===== src/rtl/tdf_pkg.sv =====
// Shared types and constants for the trial division factorizer.
// No dependencies; imported by every module of the block.
`timescale 1ns / 1ps

package tdf_pkg;

  // fixed widths of the stream fields
  localparam int unsigned VALUE_W = 32;
  localparam int unsigned FACTOR_W = 32;

  // default width of the value that is factored
  localparam int unsigned VALUE_BITS_DEF = 32;

  // at most this many factors per request
  localparam int unsigned MAX_RESULTS = 32;
  localparam int unsigned CNT_W = $clog2(MAX_RESULTS);

  // first trial divisor
  localparam int unsigned FIRST_DIVISOR = 2;

  // sequencer states
  typedef enum logic [2:0] {
    S_IDLE,
    S_TRIVIAL,
    S_START,
    S_DIV,
    S_CHECK
  } state_e;

  // one result on its way to the output register
  typedef struct packed {
    logic [FACTOR_W-1:0] factor;
    logic                last;
    logic                no_factors;
  } res_t;

endpackage


===== src/rtl/tdf_divider.sv =====
// Bit-serial restoring divider: one quotient bit per cycle.
// Uses tdf_pkg; instantiated by trial_division_factorizer_core.
`timescale 1ns / 1ps

module tdf_divider #(
  parameter int unsigned RemW = 32,
  parameter int unsigned DivW = 17
) (
  input  logic            clk_i,
  input  logic            rst_ni,
  input  logic            start_i,
  input  logic [RemW-1:0] dividend_i,
  input  logic [DivW-1:0] divisor_i,
  output logic            busy_o,
  output logic [RemW-1:0] quotient_o,
  output logic            rem_zero_o
);
  import tdf_pkg::*;

  localparam int unsigned CntW = $clog2(RemW + 1);

  logic            run_q, run_d;
  logic [CntW-1:0] cnt_q, cnt_d;
  logic [RemW-1:0] quo_q, quo_d;
  logic [DivW-1:0] part_q, part_d;
  logic [DivW-1:0] dvs_q, dvs_d;
  logic [DivW:0]   trial;
  logic [DivW:0]   diff;
  logic            fits;

  // one restoring step: bring down the next dividend bit and try to subtract
  always_comb begin
    trial = {part_q, quo_q[RemW-1]};
    fits  = (trial >= {1'b0, dvs_q});
    diff  = trial - {1'b0, dvs_q};
  end

  always_comb begin
    run_d  = run_q;
    cnt_d  = cnt_q;
    quo_d  = quo_q;
    part_d = part_q;
    dvs_d  = dvs_q;
    if (start_i) begin
      run_d  = 1'b1;
      cnt_d  = CntW'(RemW);
      quo_d  = dividend_i;
      part_d = '0;
      dvs_d  = divisor_i;
    end else if (run_q) begin
      quo_d  = {quo_q[RemW-2:0], fits};
      part_d = fits ? diff[DivW-1:0] : trial[DivW-1:0];
      cnt_d  = cnt_q - CntW'(1);
      if (cnt_q == CntW'(1)) begin
        run_d = 1'b0;
      end
    end
  end

  // control state
  always_ff @(posedge clk_i or negedge rst_ni) begin
    if (!rst_ni) begin
      run_q <= 1'b0;
      cnt_q <= '0;
    end else begin
      run_q <= run_d;
      cnt_q <= cnt_d;
    end
  end

  // registers for quotient, partial remainder and divisor
  always_ff @(posedge clk_i) begin
    quo_q  <= quo_d;
    part_q <= part_d;
    dvs_q  <= dvs_d;
  end

  assign busy_o     = run_q;
  assign quotient_o = quo_q;
  assign rem_zero_o = (part_q == '0);

endmodule


===== src/rtl/tdf_out_buf.sv =====
// Output register between the sequencer and the result stream.
// Uses tdf_pkg for the result type.
`timescale 1ns / 1ps

module tdf_out_buf (
  input  logic                          clk_i,
  input  logic                          rst_ni,
  input  logic                          push_i,
  input  tdf_pkg::res_t                 push_data_i,
  output logic                          ready_o,
  output logic                          m_axis_tvalid_o,
  input  logic                          m_axis_tready_i,
  output logic [tdf_pkg::FACTOR_W-1:0]  m_axis_tdata_o,  // [31:0] factor
  output logic                          m_axis_tlast_o,
  output logic                          m_axis_tuser_o   // [0] no_factors
);
  import tdf_pkg::*;

  logic valid_q, valid_d;
  res_t data_q, data_d;

  // free when empty or when the held request leaves this cycle
  assign ready_o = !valid_q || m_axis_tready_i;

  always_comb begin
    valid_d = valid_q;
    data_d  = data_q;
    if (push_i && ready_o) begin
      valid_d = 1'b1;
      data_d  = push_data_i;
    end else if (m_axis_tready_i) begin
      valid_d = 1'b0;
    end
  end

  always_ff @(posedge clk_i or negedge rst_ni) begin
    if (!rst_ni) begin
      valid_q <= 1'b0;
    end else begin
      valid_q <= valid_d;
    end
  end

  always_ff @(posedge clk_i) begin
    data_q <= data_d;
  end

  assign m_axis_tvalid_o = valid_q;
  assign m_axis_tdata_o  = data_q.factor;
  assign m_axis_tlast_o  = data_q.last;
  assign m_axis_tuser_o  = data_q.no_factors;

endmodule


===== src/rtl/trial_division_factorizer_core.sv =====
// Trial division factorizer: each trial divisor passes through S_START (divider start),
// the bit-serial divider run, S_DIV seeing it done and an S_CHECK decision.
// An input n needs about sqrt(n) + number of factors trial divisions;
// a prime near 2^32 needs about 65536 trials. Inputs 0 and 1 skip the divider
// and are reported with no_factors set. One request is factored at a time.
// Reset (rst_ni low, asynchronous) empties the output register and returns to idle.
// Depends on tdf_pkg, tdf_divider and tdf_out_buf.
`timescale 1ns / 1ps

module trial_division_factorizer_core #(
  parameter int unsigned VALUE_BITS = tdf_pkg::VALUE_BITS_DEF
) (
  input  logic                          clk_i,
  input  logic                          rst_ni,
  input  logic                          s_axis_tvalid_i,
  output logic                          s_axis_tready_o,
  input  logic [tdf_pkg::VALUE_W-1:0]   s_axis_tdata_i,   // [31:0] value
  output logic                          m_axis_tvalid_o,
  input  logic                          m_axis_tready_i,
  output logic [tdf_pkg::FACTOR_W-1:0]  m_axis_tdata_o,   // [31:0] factor
  output logic                          m_axis_tlast_o,   // last
  output logic                          m_axis_tuser_o    // [0] no_factors
);
  import tdf_pkg::*;

  localparam int unsigned RemW = VALUE_BITS;
  localparam int unsigned DivW = (VALUE_BITS + 1) / 2 + 1;

  state_e           state_q, state_d;
  logic [RemW-1:0]  rem_q, rem_d;
  logic [DivW-1:0]  dvs_q, dvs_d;
  logic [CNT_W-1:0] cnt_q, cnt_d;
  logic [RemW-1:0]  value_in;
  logic             div_start;
  logic             div_busy;
  logic [RemW-1:0]  div_quo;
  logic             div_rem_zero;
  logic             push;
  res_t             push_data;
  logic             buf_ready;
  logic             stop;

  assign value_in = RemW'(s_axis_tdata_i);

  // loop ends once divisor exceeds remaining / divisor or the result budget is used
  assign stop = (RemW'(dvs_q) > div_quo) || (cnt_q == CNT_W'(MAX_RESULTS - 1));

  // sequencer
  always_comb begin
    state_d         = state_q;
    rem_d           = rem_q;
    dvs_d           = dvs_q;
    cnt_d           = cnt_q;
    s_axis_tready_o = 1'b0;
    div_start       = 1'b0;
    push            = 1'b0;
    push_data       = '0;
    unique case (state_q)
      S_IDLE: begin
        s_axis_tready_o = 1'b1;
        if (s_axis_tvalid_i) begin
          rem_d = value_in;
          dvs_d = DivW'(FIRST_DIVISOR);
          cnt_d = '0;
          if (value_in <= RemW'(1)) begin
            state_d = S_TRIVIAL;
          end else begin
            state_d = S_START;
          end
        end
      end
      S_TRIVIAL: begin
        push      = 1'b1;
        push_data = '{factor: FACTOR_W'(rem_q), last: 1'b1, no_factors: 1'b1};
        if (buf_ready) begin
          state_d = S_IDLE;
        end
      end
      S_START: begin
        div_start = 1'b1;
        state_d   = S_DIV;
      end
      S_DIV: begin
        if (!div_busy) begin
          state_d = S_CHECK;
        end
      end
      S_CHECK: begin
        if (stop) begin
          // leftover above one is the final prime factor
          if (rem_q > RemW'(1)) begin
            push      = 1'b1;
            push_data = '{factor: FACTOR_W'(rem_q), last: 1'b1, no_factors: 1'b0};
            if (buf_ready) begin
              state_d = S_IDLE;
            end
          end else begin
            state_d = S_IDLE;
          end
        end else if (div_rem_zero) begin
          // divisor divides: it is the last factor when the quotient is one
          push      = 1'b1;
          push_data = '{factor: FACTOR_W'(dvs_q), last: (div_quo == RemW'(1)),
                        no_factors: 1'b0};
          if (buf_ready) begin
            rem_d   = div_quo;
            cnt_d   = cnt_q + CNT_W'(1);
            state_d = S_START;
          end
        end else begin
          dvs_d   = dvs_q + DivW'(1);
          state_d = S_START;
        end
      end
      default: begin
        state_d = S_IDLE;
      end
    endcase
  end

  // state and working registers
  always_ff @(posedge clk_i or negedge rst_ni) begin
    if (!rst_ni) begin
      state_q <= S_IDLE;
      rem_q   <= '0;
      dvs_q   <= DivW'(FIRST_DIVISOR);
      cnt_q   <= '0;
    end else begin
      state_q <= state_d;
      rem_q   <= rem_d;
      dvs_q   <= dvs_d;
      cnt_q   <= cnt_d;
    end
  end

  // serial divider for remaining / divisor
  tdf_divider #(
    .RemW (RemW),
    .DivW (DivW)
  ) u_divider (
    .clk_i      (clk_i),
    .rst_ni     (rst_ni),
    .start_i    (div_start),
    .dividend_i (rem_q),
    .divisor_i  (dvs_q),
    .busy_o     (div_busy),
    .quotient_o (div_quo),
    .rem_zero_o (div_rem_zero)
  );

  // result register toward the output stream
  tdf_out_buf u_out_buf (
    .clk_i           (clk_i),
    .rst_ni          (rst_ni),
    .push_i          (push),
    .push_data_i     (push_data),
    .ready_o         (buf_ready),
    .m_axis_tvalid_o (m_axis_tvalid_o),
    .m_axis_tready_i (m_axis_tready_i),
    .m_axis_tdata_o  (m_axis_tdata_o),
    .m_axis_tlast_o  (m_axis_tlast_o),
    .m_axis_tuser_o  (m_axis_tuser_o)
  );

endmodule

===== config.mk =====
export PLATFORM = sky130hd
export DESIGN_NAME = trial_division_factorizer_core
export DESIGN_NICKNAME = d
export VERILOG_FILES = /design/src/rtl/tdf_pkg.sv /design/src/rtl/tdf_divider.sv /design/src/rtl/tdf_out_buf.sv /design/src/rtl/trial_division_factorizer_core.sv
export SDC_FILE = /design/constraint.sdc
export NUM_CORES = 1
export LEC_CHECK = 0
export BUFFER_PORTS_ARGS = -buffer_cell sky130_fd_sc_hd__buf_4
export CORE_MARGIN = 5
export CORE_UTILIZATION = 40
export CTS_CLUSTER_SIZE = 8
export DETAILED_ROUTE_END_ITERATION = 8
export SLEW_MARGIN = 10
export SYNTH_ARGS = -nofsm -noshare
export SYNTH_HDL_FRONTEND = slang
export SYNTH_SLANG_ARGS = --single-unit
export TNS_END_PERCENT = 10

===== constraint.sdc =====
create_clock -name clk_i -period 5.3 [get_ports clk_i]
set_input_delay 0.265 -clock clk_i [delete_from_list [all_inputs] [get_ports clk_i]]
set_output_delay 0.265 -clock clk_i [all_outputs]
set_load 0.005 [all_outputs]

==> results of run 1 <==
-- registers in the layout, summed over array words and instances, names as in the netlist --
signal and flops:
u_divider.busy_o 1, u_divider.part_q 17, rem_q 32, cnt_q 5
state_q 3, u_divider.quotient_o 32, u_divider.cnt_q 6, u_out_buf.m_axis_tdata_o 32
u_out_buf.m_axis_tuser_o 1, u_out_buf.m_axis_tvalid_o 1, dvs_q 17, u_out_buf.m_axis_tlast_o 1
u_divider.dvs_q 17
-- metrics by stage --
stage / setup WS, ns / std cells / util [%] / power [mW]
floorplan: 1.75 / 890 / - / 4.17
global placement: 1.53 / 1209 / 44.1 / 4.89
detailed placement: 1.48 / 1209 / 44.1 / 4.93
CTS: 1.45 / 1241 / 46.8 / 6.21
global route: 1.34 / 1241 / 46.8 / 6.62
finish: 1.54 / 1241 / 46.8 / 6.17
-- power breakdown --
group          switching (mW)  internal [mW]
logic                    1.42           1.09
clock network           0.584          0.683
registers               0.416           1.98
-- worst paths after layout --
kind / cells past startpoint / slack [ns] / endpoint / start
setup / recovery: 8 / 1.54 / u_out_buf.m_axis_tdata_o[9] / dvs_q[13]
hold / removal: 1 / -0.04 / u_divider.busy_o / rst_ni
setup reg to reg: 8 / 1.54 / u_out_buf.m_axis_tdata_o[9] / dvs_q[13]
hold reg to reg: 2 / 0.52 / u_divider.part_q[10] / u_divider.part_q[9]
max in group asynchronous: 1 / 4.74 / rem_q[15] / rst_ni
min in group clk_i: 4 / 0.16 / rem_q[18] / s_axis_tdata_i[18]
-- logic make-up after synthesis --
family | Yosys count | share of synthesized area (%)
mux | 35 | 5.58
fa+ha+maj | 40 | 5.68
simple gates | 353 | 18.8
compound gates | 190 | 13.8
xor+xnor | 17 | 1.66
buf+inv | 90 | 4.56
flops | 165 | 49.9
-- cell usage in the layout (no fill, tap or decap), drive strengths merged, types with 32 or more instances in the layout --
cell type,count
nand2,184
edfxtp,83
buf,80
dfrtp,64
o21ai,64
inv,57
ha,39
a21oi,39
nor2,37
mux2,32
-- worst max-delay path, delay by kind of cell, from the launching register on --
kind | cells | cell delay (ns)
AO/OA/AOI/OAI | 4 | 1.59
flip-flops | 1 | 0.46
AND/OR/NAND/NOR | 3 | 0.99
adder cells (fa/ha/maj) | 1 | 0.33
-- per-layer routing --
metal	wire [microns]	part of all wire [%]	GRT usage, %
met1	10500	47	24.9
met2	10700	47	28.5
met3	1040	4.6	2.93
met4	297	1.3	5.09
met5	0	0	0
-- cell type report --
| type | instances | area, sq um | share of cell area (%) |
|---|---|---|---|
| timing repair buffer | 80 | 601 | 5.85 |
| multi-input combinational | 635 | 4080 | 39.8 |
| tap | 280 | 350 | 3.41 |
| sequential | 165 | 4460 | 43.4 |
| clock inverter | 14 | 155 | 1.51 |
| clock buffer | 18 | 439 | 4.27 |
| inverter | 49 | 184 | 1.79 |
==> flow_summary.yaml, run 1 <==
floorplanning:
  coreArea_sq_um: 22000
  start_util_pct: 40.7
  die_x_microns: 160
  pin_count: 72
  rows: 54
  dieArea_sq_um: 25500
  fp.dieH_microns: 160
yosys:
  synth_cells: 890
  syn_nets: 966
  synth_area_sq_um: 8950
  avgSynthCellArea_sq_um: 10.1
  yosys.cell_types.count: 70
  netlist.area_leader.share_pct: 27.9
  synth.yosys.seq_area_share_pct: 49.9
  yosysMostFrequentCell: "nand2_1"
  synth_ff_type: "edfxtp_1"
  netlist_top_cells_area: "edfxtp_1 28%, dfrtp_1 18%, nand2_1 7.7%"
  synth_enable_flop_cells: 83
  ys_top_cells_by_count: "183 x nand2_1, 83 x edfxtp_1, 64 x dfrtp_1"
  synthArstFlopShare_pct: 39.4
  synth_seq_cells: 165
  yosysTopAreaCell: "edfxtp_1"
  yosys_warnings: 0
power:
  power_density_nw_per_um2: 601
  ir_worst_vdd_mv: 0.258
  p_leak_nw: 4.41
status:
  violations: "negative hold slack"
  status: "finished, violations left"
min_path:
  min_path_type: "in -> async"
detailed_routing:
  wl_per_cell_microns: 18.2
  drt_iter0_markers: 524
  via_per_inst: 5.48
  routed_wl_mm: 22.6
  dr_total_vias: 6795
  route.detailed.drc: 0
  postRouteAntennaNets: 0
  drt_pre_antenna_iters: 5
timing:
  holdWs_ns: -0.0376
  finClkSkew_ns: 0.0151
  finalSetupViolCount: 0
  fin_crit_ns: 3.76
  post-route-period-util_pct: 71.0
  finalHoldViolations: 44
  fmax_mhz: 266
  slew_headroom_pct: 39.0
  rsz0062_at_grt: "false"
  slew_violations: 0
  worstMarginPinSlew_ns: 0.915
  finalSetupTns_ns: 0
placement:
  hpwl_mm: 16.1
  portBuffers: 71
  gp_congestion: 0.838
  placed_cell_area_sq_um: 9680
worst_setup_path:
  required_ns: 5.36
  cpPeakStageDelay_ns: 0.82
  start_kind: "flop"
  worst-setup-path-type: "reg -> reg"
  cp_max_fo: 34
  cp.arrival_ns: 3.82
  crit_slowest_cell: "o21a_2"
  path_cells: "ha_1 > nand4_1 > nor3_1 > o21a_1 > o21ai_4 > a211o_2 > nand2_2 > o21a_2"
  crit_path_end_kind: "flop"
final_layout:
  nets: 1024
  num_antenna_cells: 0
  post-route-cell-area_sq_um: 10300
  drive_above_1_share_pct: 17.8
  fillers: 2055
  area.growth.synth_to_final_pct: 14.8
cts:
  h-tree-depth: 4
  cts-root-buf: "clkbuf_16"
  clk_pin_slew_ns: 0.07
  cts_hold_buf: 0
  clockBufferDepth: 2
  cts.sinks: 165
  post_cts_buffers: 0
  clk_latency_ns: 0.44
  cts_tree: "built"
  cts_resized: 0
  cts-buffers-inserted: 17
global_route:
  grt_first_pass_wirelength_mm: 36.3
  overflow: 0
  grt_max_degree: 66
  track_usage_pct: 17.8
  grt_antenna_before_repair: 0
  grt_pass1_vias: 6666
flow_run:
  max_cap_violations: 0
No activity file was read; power rests on OpenSTA's default activity.
==> run 2: changes to the inputs <==
--- a/config.mk
+++ b/config.mk
@@ -5,6 +5,7 @@
 export SDC_FILE = /design/constraint.sdc
 export NUM_CORES = 1
 export LEC_CHECK = 0
+export ABC_AREA = 1
 export BUFFER_PORTS_ARGS = -buffer_cell sky130_fd_sc_hd__buf_4
 export CORE_MARGIN = 5
 export CORE_UTILIZATION = 40
==> constraint.sdc (replaced) <==
create_clock -name clk_i -period 3.8 [get_ports clk_i]
set_input_delay 0.19 -clock clk_i [delete_from_list [all_inputs] [get_ports clk_i]]
set_output_delay 0.19 -clock clk_i [all_outputs]
set_load 0.005 [all_outputs]
==> run 2 against run 1 <==
Global-route usage rose by 0.66 points. Design area grew 2.8%. Largest power group unchanged. Largest cell class unchanged. Register-to-register slack lost 0.70 ns. Setup slack got worse by 0.70 ns. Utilization fell by 0.15 points. The flow now finishes without violations.
==> flow_summary.yaml, run 2 <==
final_layout:
  post-route-util_pct: 46.6
  layout_common_cells: "376 x nand2_1, 119 x inv_1, 94 x o21ai_0, 83 x edfxtp_1, 78 x buf_4"
  area.growth.synth_to_final_pct: 15.0
  fillers: 2216
  nets: 1255
  multiInputGateArea_sq_um: 4050
  drive_above_1_share_pct: 12.9
  num_antenna_cells: 0
  final_common_cell: "nand2_1"
  ff_latch_area_sq_um: 4460
cts:
  clk_latency_ns: 0.43
  clk_pin_slew_ns: 0.07
  cts-buffers-inserted: 17
  cts.sinks: 165
  clockBufferDepth: 2
  h-tree-depth: 4
  cts_resized: 0
  cts_tree: "built"
  cts-root-buf: "clkbuf_16"
  cts_hold_buf: 1
  post_cts_buffers: 0
floorplanning:
  pin_count: 72
  coreArea_sq_um: 22600
  start_util_pct: 40.5
  dieArea_sq_um: 26100
  die_x_microns: 161
  fp.dieH_microns: 161
  rows: 55
yosys:
  yosysMostFrequentCell: "nand2_1"
  synthArstFlopShare_pct: 39.4
  synth_ff_type: "edfxtp_1"
  yosysTopAreaCell: "edfxtp_1"
  synth_seq_cells: 165
  synth_enable_flop_cells: 83
  synth_cells: 1115
  ys_top_cells_by_count: "376 x nand2_1, 119 x inv_1, 94 x o21ai_0"
  netlist_top_cells_area: "edfxtp_1 27%, dfrtp_1 17%, nand2_1 15%"
  yosys.cell_types.count: 49
  avgSynthCellArea_sq_um: 8.23
  netlist.area_leader.share_pct: 27.2
  synth_area_sq_um: 9180
  synth.yosys.seq_area_share_pct: 48.6
  syn_nets: 1191
  yosys_warnings: 0
global_route:
  grt_first_pass_wirelength_mm: 38.6
  grt_antenna_before_repair: 0
  track_usage_pct: 18.4
  grt_pass1_vias: 7248
  grt_max_degree: 84
  overflow: 0
detailed_routing:
  route.detailed.drc: 0
  drt_pre_antenna_iters: 5
  dr_total_vias: 7498
  routed_wl_mm: 23.6
  via_per_inst: 5.08
  drt_iter0_markers: 574
  wl_per_cell_microns: 16.0
  postRouteAntennaNets: 0
status:
  status: "completed"
worst_setup_path:
  worst-setup-path-type: "reg -> reg"
  start_kind: "flop"
  required_ns: 3.88
  cp.arrival_ns: 3.04
  cp_max_fo: 27
  crit_path_end_kind: "flop"
timing:
  finalWorstSetupSlack_ns: 0.837
  worstMarginPinSlew_ns: 1.16
  fin_crit_ns: 2.96
  rsz0062_at_grt: "false"
  post-route-period-util_pct: 78.0
  slew_headroom_pct: 22.4
  fmax_mhz: 337
  finClkSkew_ns: 0.0131
  slew_violations: 0
  finalSetupViolCount: 0
  finalSetupTns_ns: 0
  holdWs_ns: 0.0780
  finalHoldViolations: 0
flow_run:
  max_cap_violations: 0
placement:
  gp_congestion: 0.881
  portBuffers: 71
  dp_slack_ns: 0.841
  hpwl_mm: 17.0
power:
  power_density_nw_per_um2: 870
  ir_worst_vdd_mv: 0.350
  p_leak_nw: 4.88
min_path:
  min_path_type: "in -> reg"
## run 2: final cells by class
type                    count  area share, %
flip-flops and latches    165           42.2
clock buffers              17           4.03
multi-input cells         789           38.3
repair buffers             79           5.64
inverters                 127           4.59
clock inverters            15           1.80
well taps                 285           3.38
## run 2: kinds of logic (layout without fill, tap and decap cells)
group	after synthesis	after routing	synth area share (%)
AOI/OAI and AO/OA	158	158	9.28
DFF	165	165	48.6
buffers and inverters	161	238	7.39
xor gates and xnor gates	28	28	2.67
and+or+nand+nor	563	563	26.5
adders and majority gates	40	40	5.54
## run 2: power breakdown
group / internal [mW] / total, mW / switching [mW]
Sequential: 2.76 / 3.24 / 0.482
Clock: 1.05 / 1.81 / 0.761
Combinational: 1.40 / 4.13 / 2.73
## run 2: routing by layer
layer | vias to the layer above | GRT usage [%] | part of all wire [%]
met5 | - | 0 | 0
met4 | 0 | 4.77 | 1.4
met3 | 21 | 4.21 | 5.2
met2 | 185 | 28.0 | 45
met1 | 3505 | 26.7 | 49
li1 | 3787 | - | -
## run 2: metrics by stage
stage | total power [mW] | std cells | cell area, sq um
finish | 9.18 | 1477 | 10600
global route | 10.0 | 1477 | 10600
CTS | 9.26 | 1477 | 10600
detailed placement | 7.41 | 1444 | 9930
global placement | 7.37 | 1444 | 9930
floorplan | 6.29 | 1115 | 9180
## run 2: worst max-delay path: stages (launching register included)
cell and delay [ns]:
dfrtp_1 0.47, ha_1 0.35, a21oi_1 0.12, o21ai_0 0.10, a21oi_1 0.20, nand2_1 0.08
nand2_1 0.06, nand2_1 0.06, nand2_2 0.14, nand4_1 0.13, nand3_1 0.12, nand2_1 0.05
inv_1 0.25, buf_4 0.45
## run 2: worst paths after layout
kind	start	to	slack [ns]	depth (start not counted)
max	dvs_q[13]	u_out_buf.m_axis_tdata_o[8]	0.84	13
min	s_axis_tdata_i[24]	rem_q[24]	0.08	5
max reg2reg	dvs_q[13]	u_out_buf.m_axis_tdata_o[8]	0.84	13
min reg2reg	u_divider.cnt_q[5]	u_divider.cnt_q[5]	0.49	1
max in group asynchronous	rst_ni	rem_q[7]	2.76	2
min in group asynchronous	rst_ni	cnt_q[0]	0.43	2
